==> src/rtl/delta_list_timer_queue_defines.svh <==
// ----------------------------------------------------------------------------
// Assertion macros for the delta list timer queue.
// Each macro expects signals clk and arst_n in the scope where it is used.
// ----------------------------------------------------------------------------
`ifndef DELTA_LIST_TIMER_QUEUE_DEFINES_SVH
`define DELTA_LIST_TIMER_QUEUE_DEFINES_SVH

`ifndef SYNTHESIS

`define DLTQ_ASSERT_IMP(lbl, ante, cons, msg) \
	lbl: assert property (@(posedge clk) disable iff (!arst_n) (ante) |-> (cons)) \
		else $error(msg);

`define DLTQ_ASSERT_NXT(lbl, ante, cons, msg) \
	lbl: assert property (@(posedge clk) disable iff (!arst_n) (ante) |=> (cons)) \
		else $error(msg);

`else

`define DLTQ_ASSERT_IMP(lbl, ante, cons, msg)

`define DLTQ_ASSERT_NXT(lbl, ante, cons, msg)

`endif

`endif

==> src/rtl/dltq_pkg.sv <==
// ----------------------------------------------------------------------------
// dltq_pkg
// Types, codes and helper functions of the delta list timer queue.
// ----------------------------------------------------------------------------
`default_nettype none

package dltq_pkg;

	localparam int MAX_RESULTS = 16;
	localparam int N_W         = 5;
	localparam int SUM_W       = 40;

	localparam logic [2:0] OP_TICK   = 3'd0;
	localparam logic [2:0] OP_SET    = 3'd1;
	localparam logic [2:0] OP_UNSET  = 3'd2;
	localparam logic [2:0] OP_QUERY  = 3'd3;
	localparam logic [2:0] OP_EXPIRE = 3'd4;

	localparam logic [2:0] ST_OK       = 3'd0;
	localparam logic [2:0] ST_REJECTED = 3'd1;
	localparam logic [2:0] ST_FULL     = 3'd2;
	localparam logic [2:0] ST_NOTFOUND = 3'd3;
	localparam logic [2:0] ST_NOTDUE   = 3'd4;

	typedef struct packed {
		logic [31:0]        key;
		logic signed [31:0] delta;
	} entry_t;

	typedef logic signed [SUM_W-1:0] sum_t;

	function automatic logic signed [31:0] sat32(input sum_t v);
		logic signed [31:0] r;
		if (v > sum_t'(32'sh7fffffff))
			r = 32'sh7fffffff;
		else if (v < -sum_t'(33'sh080000000))
			r = 32'sh80000000;
		else
			r = v[31:0];
		return r;
	endfunction

	function automatic sum_t ext32(input logic signed [31:0] v);
		return {{(SUM_W-32){v[31]}}, v};
	endfunction

endpackage

`default_nettype wire

==> src/rtl/dltq_ram.sv <==
// ----------------------------------------------------------------------------
// dltq_ram
// Simple dual-port RAM: one write port, one read port with registered data.
// ----------------------------------------------------------------------------
`default_nettype none

module dltq_ram #(
	parameter int WIDTH = 64,
	parameter int DEPTH = 16
) (
	input  wire logic                     clk,
	input  wire logic                     we,
	input  wire logic [$clog2(DEPTH)-1:0] waddr,
	input  wire logic [WIDTH-1:0]         wdata,
	input  wire logic [$clog2(DEPTH)-1:0] raddr,
	output logic      [WIDTH-1:0]         rdata
);

	logic [WIDTH-1:0] mem [DEPTH];

	always_ff @(posedge clk) begin
		if (we) begin
			mem[waddr] <= wdata;
		end
		rdata <= mem[raddr];
	end

endmodule

`default_nettype wire

==> src/rtl/delta_list_timer_queue.sv <==
// ----------------------------------------------------------------------------
// delta_list_timer_queue
// Sorted timer queue kept as a delta list in one entry RAM.
// ----------------------------------------------------------------------------
// Usage: drive opcode, delay and key_tag and raise start while busy is low;
// that edge accepts the command beat. busy stays high until the final result
// has been issued. Each result beat shows on status, expired_key, remaining,
// wake_request and last for one cycle with done high; the receiver cannot
// stall, so every result is taken in that cycle. last marks the final result
// of a command. Expire gives one beat per popped entry (up to 16), or one
// beat when none is due; every other command gives one beat.
// The entry RAM has one read port with registered read data, so each entry
// visited costs a read. Tick reads the head and writes it back; set, unset
// and query walk the list one entry at a time, and a shift of the list costs
// a read and a write per entry moved. Expire moves every later entry down
// one place, with a read and a write each, per popped entry. Commands rejected
// up front, or issued on an empty queue, are answered from the idle state.
// Reset clears the entry count and the wake flag; RAM contents are left as
// they are, since only entries below the count are read.
// ----------------------------------------------------------------------------
`default_nettype none

`include "delta_list_timer_queue_defines.svh"

module delta_list_timer_queue #(
	parameter int QUEUE_DEPTH = 16
) (
	input  wire logic               clk,
	input  wire logic               arst_n,
	input  wire logic               start,
	output logic                    busy,
	input  wire logic [2:0]         opcode,
	input  wire logic [30:0]        delay,
	input  wire logic [31:0]        key_tag,
	output logic                    done,
	output logic [2:0]              status,
	output logic [31:0]             expired_key,
	output logic signed [31:0]      remaining,
	output logic                    wake_request,
	output logic                    last
);

	localparam int AW = (QUEUE_DEPTH > 1) ? $clog2(QUEUE_DEPTH) : 1;
	localparam int CW = $clog2(QUEUE_DEPTH + 1);
	localparam int EW = $bits(dltq_pkg::entry_t);
	localparam logic [CW-1:0] FULL_CNT = CW'(QUEUE_DEPTH);

	localparam logic [3:0] S_IDLE = 4'd0;
	localparam logic [3:0] S_TICK = 4'd1;
	localparam logic [3:0] S_SCAN = 4'd2;
	localparam logic [3:0] S_NDC  = 4'd3;
	localparam logic [3:0] S_SHR  = 4'd4;
	localparam logic [3:0] S_SHW  = 4'd5;
	localparam logic [3:0] S_INS  = 4'd6;
	localparam logic [3:0] S_RMR  = 4'd7;
	localparam logic [3:0] S_RMW  = 4'd8;
	localparam logic [3:0] S_EXR  = 4'd9;
	localparam logic [3:0] S_EXP  = 4'd10;

	// Control state.
	logic [3:0]                 state_q, state_n;
	logic [CW-1:0]              count_q, count_n;
	logic                       wake_q, wake_n;
	logic                       done_q, done_n;

	// Working registers.
	logic [2:0]                 op_q, op_n;
	logic [30:0]                delay_q, delay_n;
	logic [31:0]                key_q, key_n;
	logic [CW-1:0]              idx_q, idx_n;
	logic [CW-1:0]              src_q, src_n;
	logic [CW-1:0]              ins_q, ins_n;
	dltq_pkg::sum_t             total_q, total_n;
	logic signed [31:0]         nd_q, nd_n;
	logic signed [31:0]         carry_q, carry_n;
	logic signed [31:0]         merged_q, merged_n;
	logic                       first_q, first_n;
	logic [dltq_pkg::N_W-1:0]   npop_q, npop_n;
	logic [31:0]                popkey_q, popkey_n;

	// Result registers.
	logic [2:0]                 status_q, status_n;
	logic [31:0]                xkey_q, xkey_n;
	logic signed [31:0]         rem_q, rem_n;
	logic                       wreq_q, wreq_n;
	logic                       last_q, last_n;

	// RAM port.
	logic [AW-1:0]              rd_addr;
	logic                       wr_en;
	logic [AW-1:0]              wr_addr;
	dltq_pkg::entry_t           wr_ent;
	logic [EW-1:0]              rd_raw;
	dltq_pkg::entry_t           rd_ent;

	dltq_ram #(
		.WIDTH(EW),
		.DEPTH(QUEUE_DEPTH)
	) u_ram (
		.clk  (clk),
		.we   (wr_en),
		.waddr(wr_addr),
		.wdata(wr_ent),
		.raddr(rd_addr),
		.rdata(rd_raw)
	);

	assign rd_ent = dltq_pkg::entry_t'(rd_raw);

	// Datapath terms shared by the states.
	dltq_pkg::sum_t     d_ext;
	dltq_pkg::sum_t     sum;
	dltq_pkg::sum_t     dly_ext;
	logic [CW-1:0]      idx_inc;
	logic [CW-1:0]      src_inc;
	logic signed [31:0] rm_delta;
	logic               exp_more;

	assign d_ext    = dltq_pkg::ext32(rd_ent.delta);
	assign sum      = total_q + d_ext;
	assign dly_ext  = dltq_pkg::sum_t'({1'b0, delay_q});
	assign idx_inc  = idx_q + 1'b1;
	assign src_inc  = src_q + 1'b1;
	assign rm_delta = first_q ? dltq_pkg::sat32(d_ext + dltq_pkg::ext32(carry_q))
		: rd_ent.delta;
	// After a pop, another beat follows if the new head is due and the
	// per-command limit is not reached.
	assign exp_more = ((npop_q + 1'b1) < dltq_pkg::N_W'(dltq_pkg::MAX_RESULTS)) &&
		((first_q ? rm_delta : merged_q) <= 0);

	always_comb begin
		unique case (state_q)
			S_SCAN:  rd_addr = idx_inc[AW-1:0];
			S_SHR:   rd_addr = src_q[AW-1:0];
			S_RMR:   rd_addr = src_q[AW-1:0];
			default: rd_addr = '0;
		endcase
	end

	always_comb begin
		state_n  = state_q;
		count_n  = count_q;
		wake_n   = wake_q;
		done_n   = 1'b0;
		op_n     = op_q;
		delay_n  = delay_q;
		key_n    = key_q;
		idx_n    = idx_q;
		src_n    = src_q;
		ins_n    = ins_q;
		total_n  = total_q;
		nd_n     = nd_q;
		carry_n  = carry_q;
		merged_n = merged_q;
		first_n  = first_q;
		npop_n   = npop_q;
		popkey_n = popkey_q;
		status_n = dltq_pkg::ST_OK;
		xkey_n   = '0;
		rem_n    = '0;
		wreq_n   = 1'b0;
		last_n   = 1'b1;
		wr_en    = 1'b0;
		wr_addr  = '0;
		wr_ent   = '{key: key_q, delta: nd_q};

		unique case (state_q)
			S_IDLE: begin
				if (start) begin
					op_n    = opcode;
					delay_n = delay;
					key_n   = key_tag;
					idx_n   = '0;
					total_n = '0;
					unique case (opcode)
						dltq_pkg::OP_TICK: begin
							if (count_q == '0)
								done_n = 1'b1;
							else
								state_n = S_TICK;
						end
						dltq_pkg::OP_SET: begin
							if (delay == '0 || key_tag == '0) begin
								done_n   = 1'b1;
								status_n = dltq_pkg::ST_REJECTED;
							end else if (count_q >= FULL_CNT) begin
								done_n   = 1'b1;
								status_n = dltq_pkg::ST_FULL;
							end else if (count_q == '0) begin
								wr_en   = 1'b1;
								wr_ent  = '{key: key_tag, delta: {1'b0, delay}};
								count_n = CW'(1);
								done_n  = 1'b1;
							end else begin
								state_n = S_SCAN;
							end
						end
						dltq_pkg::OP_UNSET, dltq_pkg::OP_QUERY: begin
							if (count_q == '0) begin
								done_n   = 1'b1;
								status_n = dltq_pkg::ST_NOTFOUND;
							end else begin
								state_n = S_SCAN;
							end
						end
						dltq_pkg::OP_EXPIRE: begin
							wake_n = 1'b0;
							npop_n = '0;
							if (count_q == '0) begin
								done_n   = 1'b1;
								status_n = dltq_pkg::ST_NOTDUE;
							end else begin
								state_n = S_EXP;
							end
						end
						default: begin
							done_n   = 1'b1;
							status_n = dltq_pkg::ST_REJECTED;
						end
					endcase
				end
			end

			S_TICK: begin
				wr_en   = 1'b1;
				wr_ent  = '{key: rd_ent.key,
					delta: dltq_pkg::sat32(d_ext - dltq_pkg::sum_t'(1))};
				done_n  = 1'b1;
				state_n = S_IDLE;
				if (wr_ent.delta <= 0 && !wake_q) begin
					wake_n = 1'b1;
					wreq_n = 1'b1;
				end
			end

			S_SCAN: begin
				priority case (op_q)
					dltq_pkg::OP_SET: begin
						if (sum > dly_ext) begin
							ins_n   = idx_q;
							state_n = S_NDC;
						end else begin
							total_n = sum;
							idx_n   = idx_inc;
							if (idx_inc == count_q) begin
								ins_n   = count_q;
								state_n = S_NDC;
							end
						end
					end
					dltq_pkg::OP_UNSET: begin
						if (rd_ent.key == key_q) begin
							if (idx_inc == count_q) begin
								count_n = count_q - 1'b1;
								done_n  = 1'b1;
								state_n = S_IDLE;
							end else begin
								carry_n = rd_ent.delta;
								src_n   = idx_inc;
								first_n = 1'b1;
								state_n = S_RMR;
							end
						end else if (idx_inc == count_q) begin
							done_n   = 1'b1;
							status_n = dltq_pkg::ST_NOTFOUND;
							state_n  = S_IDLE;
						end else begin
							idx_n = idx_inc;
						end
					end
					default: begin
						total_n = sum;
						idx_n   = idx_inc;
						if (rd_ent.key == key_q || idx_inc == count_q) begin
							done_n   = 1'b1;
							rem_n    = dltq_pkg::sat32(sum);
							status_n = (rd_ent.key == key_q) ? dltq_pkg::ST_OK
								: dltq_pkg::ST_NOTFOUND;
							state_n  = S_IDLE;
						end
					end
				endcase
			end

			S_NDC: begin
				nd_n = dltq_pkg::sat32(dly_ext - total_q);
				if (ins_q == count_q) begin
					state_n = S_INS;
				end else begin
					src_n   = count_q - 1'b1;
					state_n = S_SHR;
				end
			end

			S_SHR: begin
				state_n = S_SHW;
			end

			S_SHW: begin
				// The old entry at the insert point moves up and gives up
				// the new timer's delta.
				wr_en   = 1'b1;
				wr_addr = src_inc[AW-1:0];
				wr_ent  = '{key: rd_ent.key,
					delta: (src_q == ins_q) ?
						dltq_pkg::sat32(d_ext - dltq_pkg::ext32(nd_q)) : rd_ent.delta};
				if (src_q == ins_q) begin
					state_n = S_INS;
				end else begin
					src_n   = src_q - 1'b1;
					state_n = S_SHR;
				end
			end

			S_INS: begin
				wr_en   = 1'b1;
				wr_addr = ins_q[AW-1:0];
				count_n = count_q + 1'b1;
				done_n  = 1'b1;
				state_n = S_IDLE;
			end

			S_RMR: begin
				state_n = S_RMW;
			end

			S_RMW: begin
				wr_en   = 1'b1;
				wr_addr = AW'(src_q - 1'b1);
				wr_ent  = '{key: rd_ent.key, delta: rm_delta};
				first_n = 1'b0;
				if (first_q)
					merged_n = rm_delta;
				if (src_inc == count_q) begin
					count_n = count_q - 1'b1;
					done_n  = 1'b1;
					state_n = S_IDLE;
					if (op_q == dltq_pkg::OP_EXPIRE) begin
						xkey_n = popkey_q;
						if (exp_more) begin
							last_n  = 1'b0;
							npop_n  = npop_q + 1'b1;
							state_n = S_EXR;
						end
					end
				end else begin
					src_n   = src_inc;
					state_n = S_RMR;
				end
			end

			S_EXR: begin
				state_n = S_EXP;
			end

			S_EXP: begin
				if (rd_ent.delta <= 0) begin
					popkey_n = rd_ent.key;
					if (count_q == CW'(1)) begin
						count_n = '0;
						done_n  = 1'b1;
						xkey_n  = rd_ent.key;
						state_n = S_IDLE;
					end else begin
						carry_n = rd_ent.delta;
						src_n   = CW'(1);
						first_n = 1'b1;
						state_n = S_RMR;
					end
				end else begin
					done_n   = 1'b1;
					status_n = dltq_pkg::ST_NOTDUE;
					state_n  = S_IDLE;
				end
			end

			default: begin
				state_n = S_IDLE;
			end
		endcase
	end

	always_ff @(posedge clk or negedge arst_n) begin
		if (!arst_n) begin
			state_q <= S_IDLE;
			count_q <= '0;
			wake_q  <= 1'b0;
			done_q  <= 1'b0;
		end else begin
			state_q <= state_n;
			count_q <= count_n;
			wake_q  <= wake_n;
			done_q  <= done_n;
		end
	end

	always_ff @(posedge clk) begin
		op_q     <= op_n;
		delay_q  <= delay_n;
		key_q    <= key_n;
		idx_q    <= idx_n;
		src_q    <= src_n;
		ins_q    <= ins_n;
		total_q  <= total_n;
		nd_q     <= nd_n;
		carry_q  <= carry_n;
		merged_q <= merged_n;
		first_q  <= first_n;
		npop_q   <= npop_n;
		popkey_q <= popkey_n;
		status_q <= status_n;
		xkey_q   <= xkey_n;
		rem_q    <= rem_n;
		wreq_q   <= wreq_n;
		last_q   <= last_n;
	end

	assign busy         = (state_q != S_IDLE);
	assign done         = done_q;
	assign status       = status_q;
	assign expired_key  = xkey_q;
	assign remaining    = rem_q;
	assign wake_request = wreq_q;
	assign last         = last_q;

	`DLTQ_ASSERT_IMP(a_count_range, 1'b1, count_q <= FULL_CNT, "entry count beyond depth")
	`DLTQ_ASSERT_IMP(a_last_idle, done_q && last_q, state_q == S_IDLE, "final beat while busy")
	`DLTQ_ASSERT_IMP(a_more_busy, done_q && !last_q, state_q != S_IDLE, "non-final beat at idle")
	`DLTQ_ASSERT_NXT(a_accept, start && !busy, busy || done_q, "command beat dropped")
	`DLTQ_ASSERT_IMP(a_wake_flag, done_q && wreq_q, wake_q, "wake request without flag")

endmodule

`default_nettype wire

==> config.mk <==
export PLATFORM = sky130hd
export DESIGN_NAME = delta_list_timer_queue
export DESIGN_NICKNAME = d
export VERILOG_FILES = /design/src/rtl/dltq_pkg.sv /design/src/rtl/dltq_ram.sv /design/src/rtl/delta_list_timer_queue.sv
export VERILOG_INCLUDE_DIRS = /design/src /design/src/rtl
export SDC_FILE = /design/constraint.sdc
export NUM_CORES = 2
export LEC_CHECK = 0
export ABC_AREA = 1
export BUFFER_PORTS_ARGS = -buffer_cell sky130_fd_sc_hd__clkbuf_2
export CAP_MARGIN = 15
export CORE_ASPECT_RATIO = 1.75
export CORE_MARGIN = 4
export CORE_UTILIZATION = 35
export DETAILED_ROUTE_END_ITERATION = 7
export PLACE_DENSITY = 0.6
export SLEW_MARGIN = 15
export SYNTH_ARGS = -nofsm -noshare
export SYNTH_HDL_FRONTEND = slang
export SYNTH_SLANG_ARGS = --single-unit
==> constraint.sdc <==
create_clock -name clk -period 6.5 [get_ports clk]
set_input_delay 0.975 -clock clk [delete_from_list [all_inputs] [get_ports clk]]
set_output_delay 0.975 -clock clk [all_outputs]
set_load 0.1 [all_outputs]
==> metrics.yaml <==
cpPeakStageDelay_ns: 0.60
die_y_um: 599
grt_pass1_wl_um: 337000
fin_crit_sh_pct: 87.8
synth_top_area_share_pct: 55.0
tns_ns: 0
grt_pass1_vias: 52700
async_flop_share_pct: 0.773
routed_wl_um: 232000
start_util_pct: 35.2
slew_headroom_pct: 19.3
routedWlPerCell_um: 23.2
required_ns: 6.96
io_buffers: 139
dp_hpwl_um: 158000
cts_resized: 0
post-place-cells: 9727
die_w_um: 346
drv_cap: 0
rows: 216
yosysTopAreaCell: "edfxtp_1"
core_area_um2: 198000
grt-ovfl-total: 0
synth_ff_type: "edfxtp_1"
instances_no_fill: 9983
max-clock-path-buffers: 4
gr-usage-all-layers_pct: 21.7
synth_nets: 7353
setup_viol: 0
clock_latency_ns: 0.81
ys_types: 70
syn_area_um2: 69900
dieArea_um2: 207000
powerDensity_nw_per_um2: 573
antenna_found_initial: 7
status: "complete, no violations"
place_area_um2: 74400
ant_nets: 0
path_clk_slew_ns: 0.08
drt_first_pass_iters: 8
pre_cts_slack_ns: 0.776
fill_cells: 19300
ys_warn_count: 0
skew_ns: 0.0614
arrival_ns: 6.16
numCtsBuffers: 146
drc: 0
yosys-top-cells-area: "edfxtp_1 (55%), nand2_1 (6.5%), inv_1 (5.9%)"
power_mw: 45.4
fin_ws_ns: 0.794
cp_slowest_cell: "dfxtp_1"
yosysSeqAreaShare_pct: 59.2
h-tree-depth: 4
tightestPinTransition_ns: 1.21
slew_viol_final: 0
hold_buffers: 0
yosys_register_bits: 1423
grt_max_degree: 197
postCtsSetupBuffers: 0
worstPathCellList: "ha_1 > fa_1 > nand3_1 > nor2_1 > or2_2 > a21oi_1 > o31ai_1 > xor2_1 > ha_1 > nand4_1 > inv_1 > nand4_1 > nor4_1 > nand4_1 > nor2_1 > nor2_1 > nand2_2 > o21ai_0 > nor2_4 > buf_12"
place.gp.congestion: 0.996
fin_area_um2: 79200
cellLeakagePower_nw: 31.1
cts_tree: "done"
start_kind: "flip-flop"
ir_worst_vdd_mv: 0.484
area_growth_pct: 13.4
period_needed_ns: 5.71
hold_viol: 0
io_pins: 140
clockRootBuffer: "clkbuf_16"
rsz0062_at_grt: "false"
vias: 52300
drtIter0Drc: 3927
viasPerCell: 5.24
postSynthCellCount: 7106
utilization_pct: 39.9
synth_edf_count: 1279
final_layout_size_suffix_gt1_share_pct: 9.30
cts.sinks: 1423
hold_ws_ns: 0.0904
cp_max_fo: 40
post_synth.cell_area_avg_um2: 9.83
cp-end-kind: "flip-flop"
nets: 7506
criticalPathCategory: "reg -> reg"
max_freq_mhz: 175
hp-class: "in -> async"
-- worst paths after layout --
check	to	start	slack [ns]	depth (start not counted)
min in group clk	key_q[7]	key_tag[7]	0.37	1
setup / recovery	total_q[1]	u_ram.rdata[0]	0.79	20
max in group asynchronous	state_q[0]	arst_n	6.11	1
hold / removal	done	arst_n	0.09	1
setup reg to reg	total_q[1]	u_ram.rdata[0]	0.79	20
hold reg to reg	expired_key[5]	popkey_q[5]	0.46	1
-- metal layers --
| layer | share of wire [%] | track usage, % | vias up |
|---|---|---|---|
| li1 | - | - | 24800 |
| met1 | 36 | 23.3 | 25200 |
| met2 | 51 | 39.7 | 1742 |
| met3 | 4.4 | 2.49 | 645 |
| met4 | 8.0 | 15.1 | 2 |
| met5 | 0.0056 | 0 | - |
-- critical path, delay by kind of cell (launching register included) --
kind / cells / cell delay, ns
DFF: 1 / 0.60
buffers and inverters: 2 / 0.34
adders and majority gates: 3 / 1.11
AOI/OAI and AO/OA: 3 / 0.90
and+or+nand+nor: 11 / 2.09
xor gates and xnor gates: 1 / 0.26
-- logic make-up after synthesis --
| kind of cell | synth area share (%) |
|---|---|
| AOI/OAI and AO/OA | 12.9 |
| buffers and inverters | 7.88 |
| adders and majority gates | 3.23 |
| DFF | 59.2 |
| xor gates and xnor gates | 2.28 |
| and+or+nand+nor | 14.6 |
-- flip-flops by register name, indices dropped and copies added, names as in the netlist, 3 cells and up --
name	count
state_q	4
nd_q	32
u_ram.rdata	64
remaining	32
status	3
u_ram.mem	1024
key_q	32
npop_q	5
ins_q	5
src_q	5
delay_q	31
idx_q	5
total_q	40
popkey_q	32
expired_key	32
op_q	3
merged_q	32
count_q	5
carry_q	32
-- power breakdown --
| part | leakage (nW) | internal, mW | switching (mW) | total [mW] |
|---|---|---|---|---|
| registers | 12.9 | 13.1 | 0.868 | 13.9 |
| clock network | 2.30 | 4.91 | 3.65 | 8.56 |
| logic | 15.8 | 6.38 | 16.5 | 22.9 |
| total | 31.1 | 24.4 | 21.1 | 45.4 |
-- synth_stat cells, types with 27 or more instances --
master and count:
a21oi_1 565, xnor2_1 59, inv_1 1101, clkbuf_1 195, o221ai_1 35, ha_1 174, nor2_1 451, buf_1 30
nand4_1 69, nand2_1 1210, o211ai_1 269, nor3_1 37, o21ai_0 456, a32o_1 33, edfxtp_1 1279, nand3_1 502
buf_2 69, xor2_1 119, dfxtp_1 133, o2111ai_1 27
-- cells in the final DEF (no fill, tap or decap), types with 9 or more instances in the layout --
cell / n
buf_12: 25
o21ai_0: 454
buf_4: 149
nand2_1: 1209
nor2_4: 22
a31oi_1: 24
nor2_2: 11
clkbuf_16: 150
xor2_1: 119
nand3_1: 502
clkinv_4: 9
dfxtp_1: 133
o2111ai_2: 9
bufinv_16: 15
clkbuf_2: 139
nor2_1: 430
nor4_1: 24
o221ai_1: 35
a21oi_1: 563
clkinv_2: 19
o211ai_1: 269
a21o_1: 13
dfrtp_1: 11
nor3_1: 37
xnor2_1: 59
inv_2: 11
nand4_1: 69
clkinvlp_4: 15
nand2_2: 25
ha_1: 174
a32o_1: 33
a21oi_2: 17
or2_2: 19
and3_1: 11
clkbuf_1: 15
o2111ai_1: 18
clkinv_1: 19
edfxtp_1: 1279
o21bai_1: 17
inv_1: 1098
-- final cells by class --
class,instances,area (um^2),area share (%)
antenna,3,7.51,0.00947
clock buffer,171,3890,4.91
multi-input combinational,4259,23300,29.4
tap,2616,3270,4.13
timing repair buffer,313,2310,2.92
inverter,1116,4210,5.31
sequential,1423,41300,52.2
clock inverter,82,887,1.12
(Power assumes the default switching activity.)
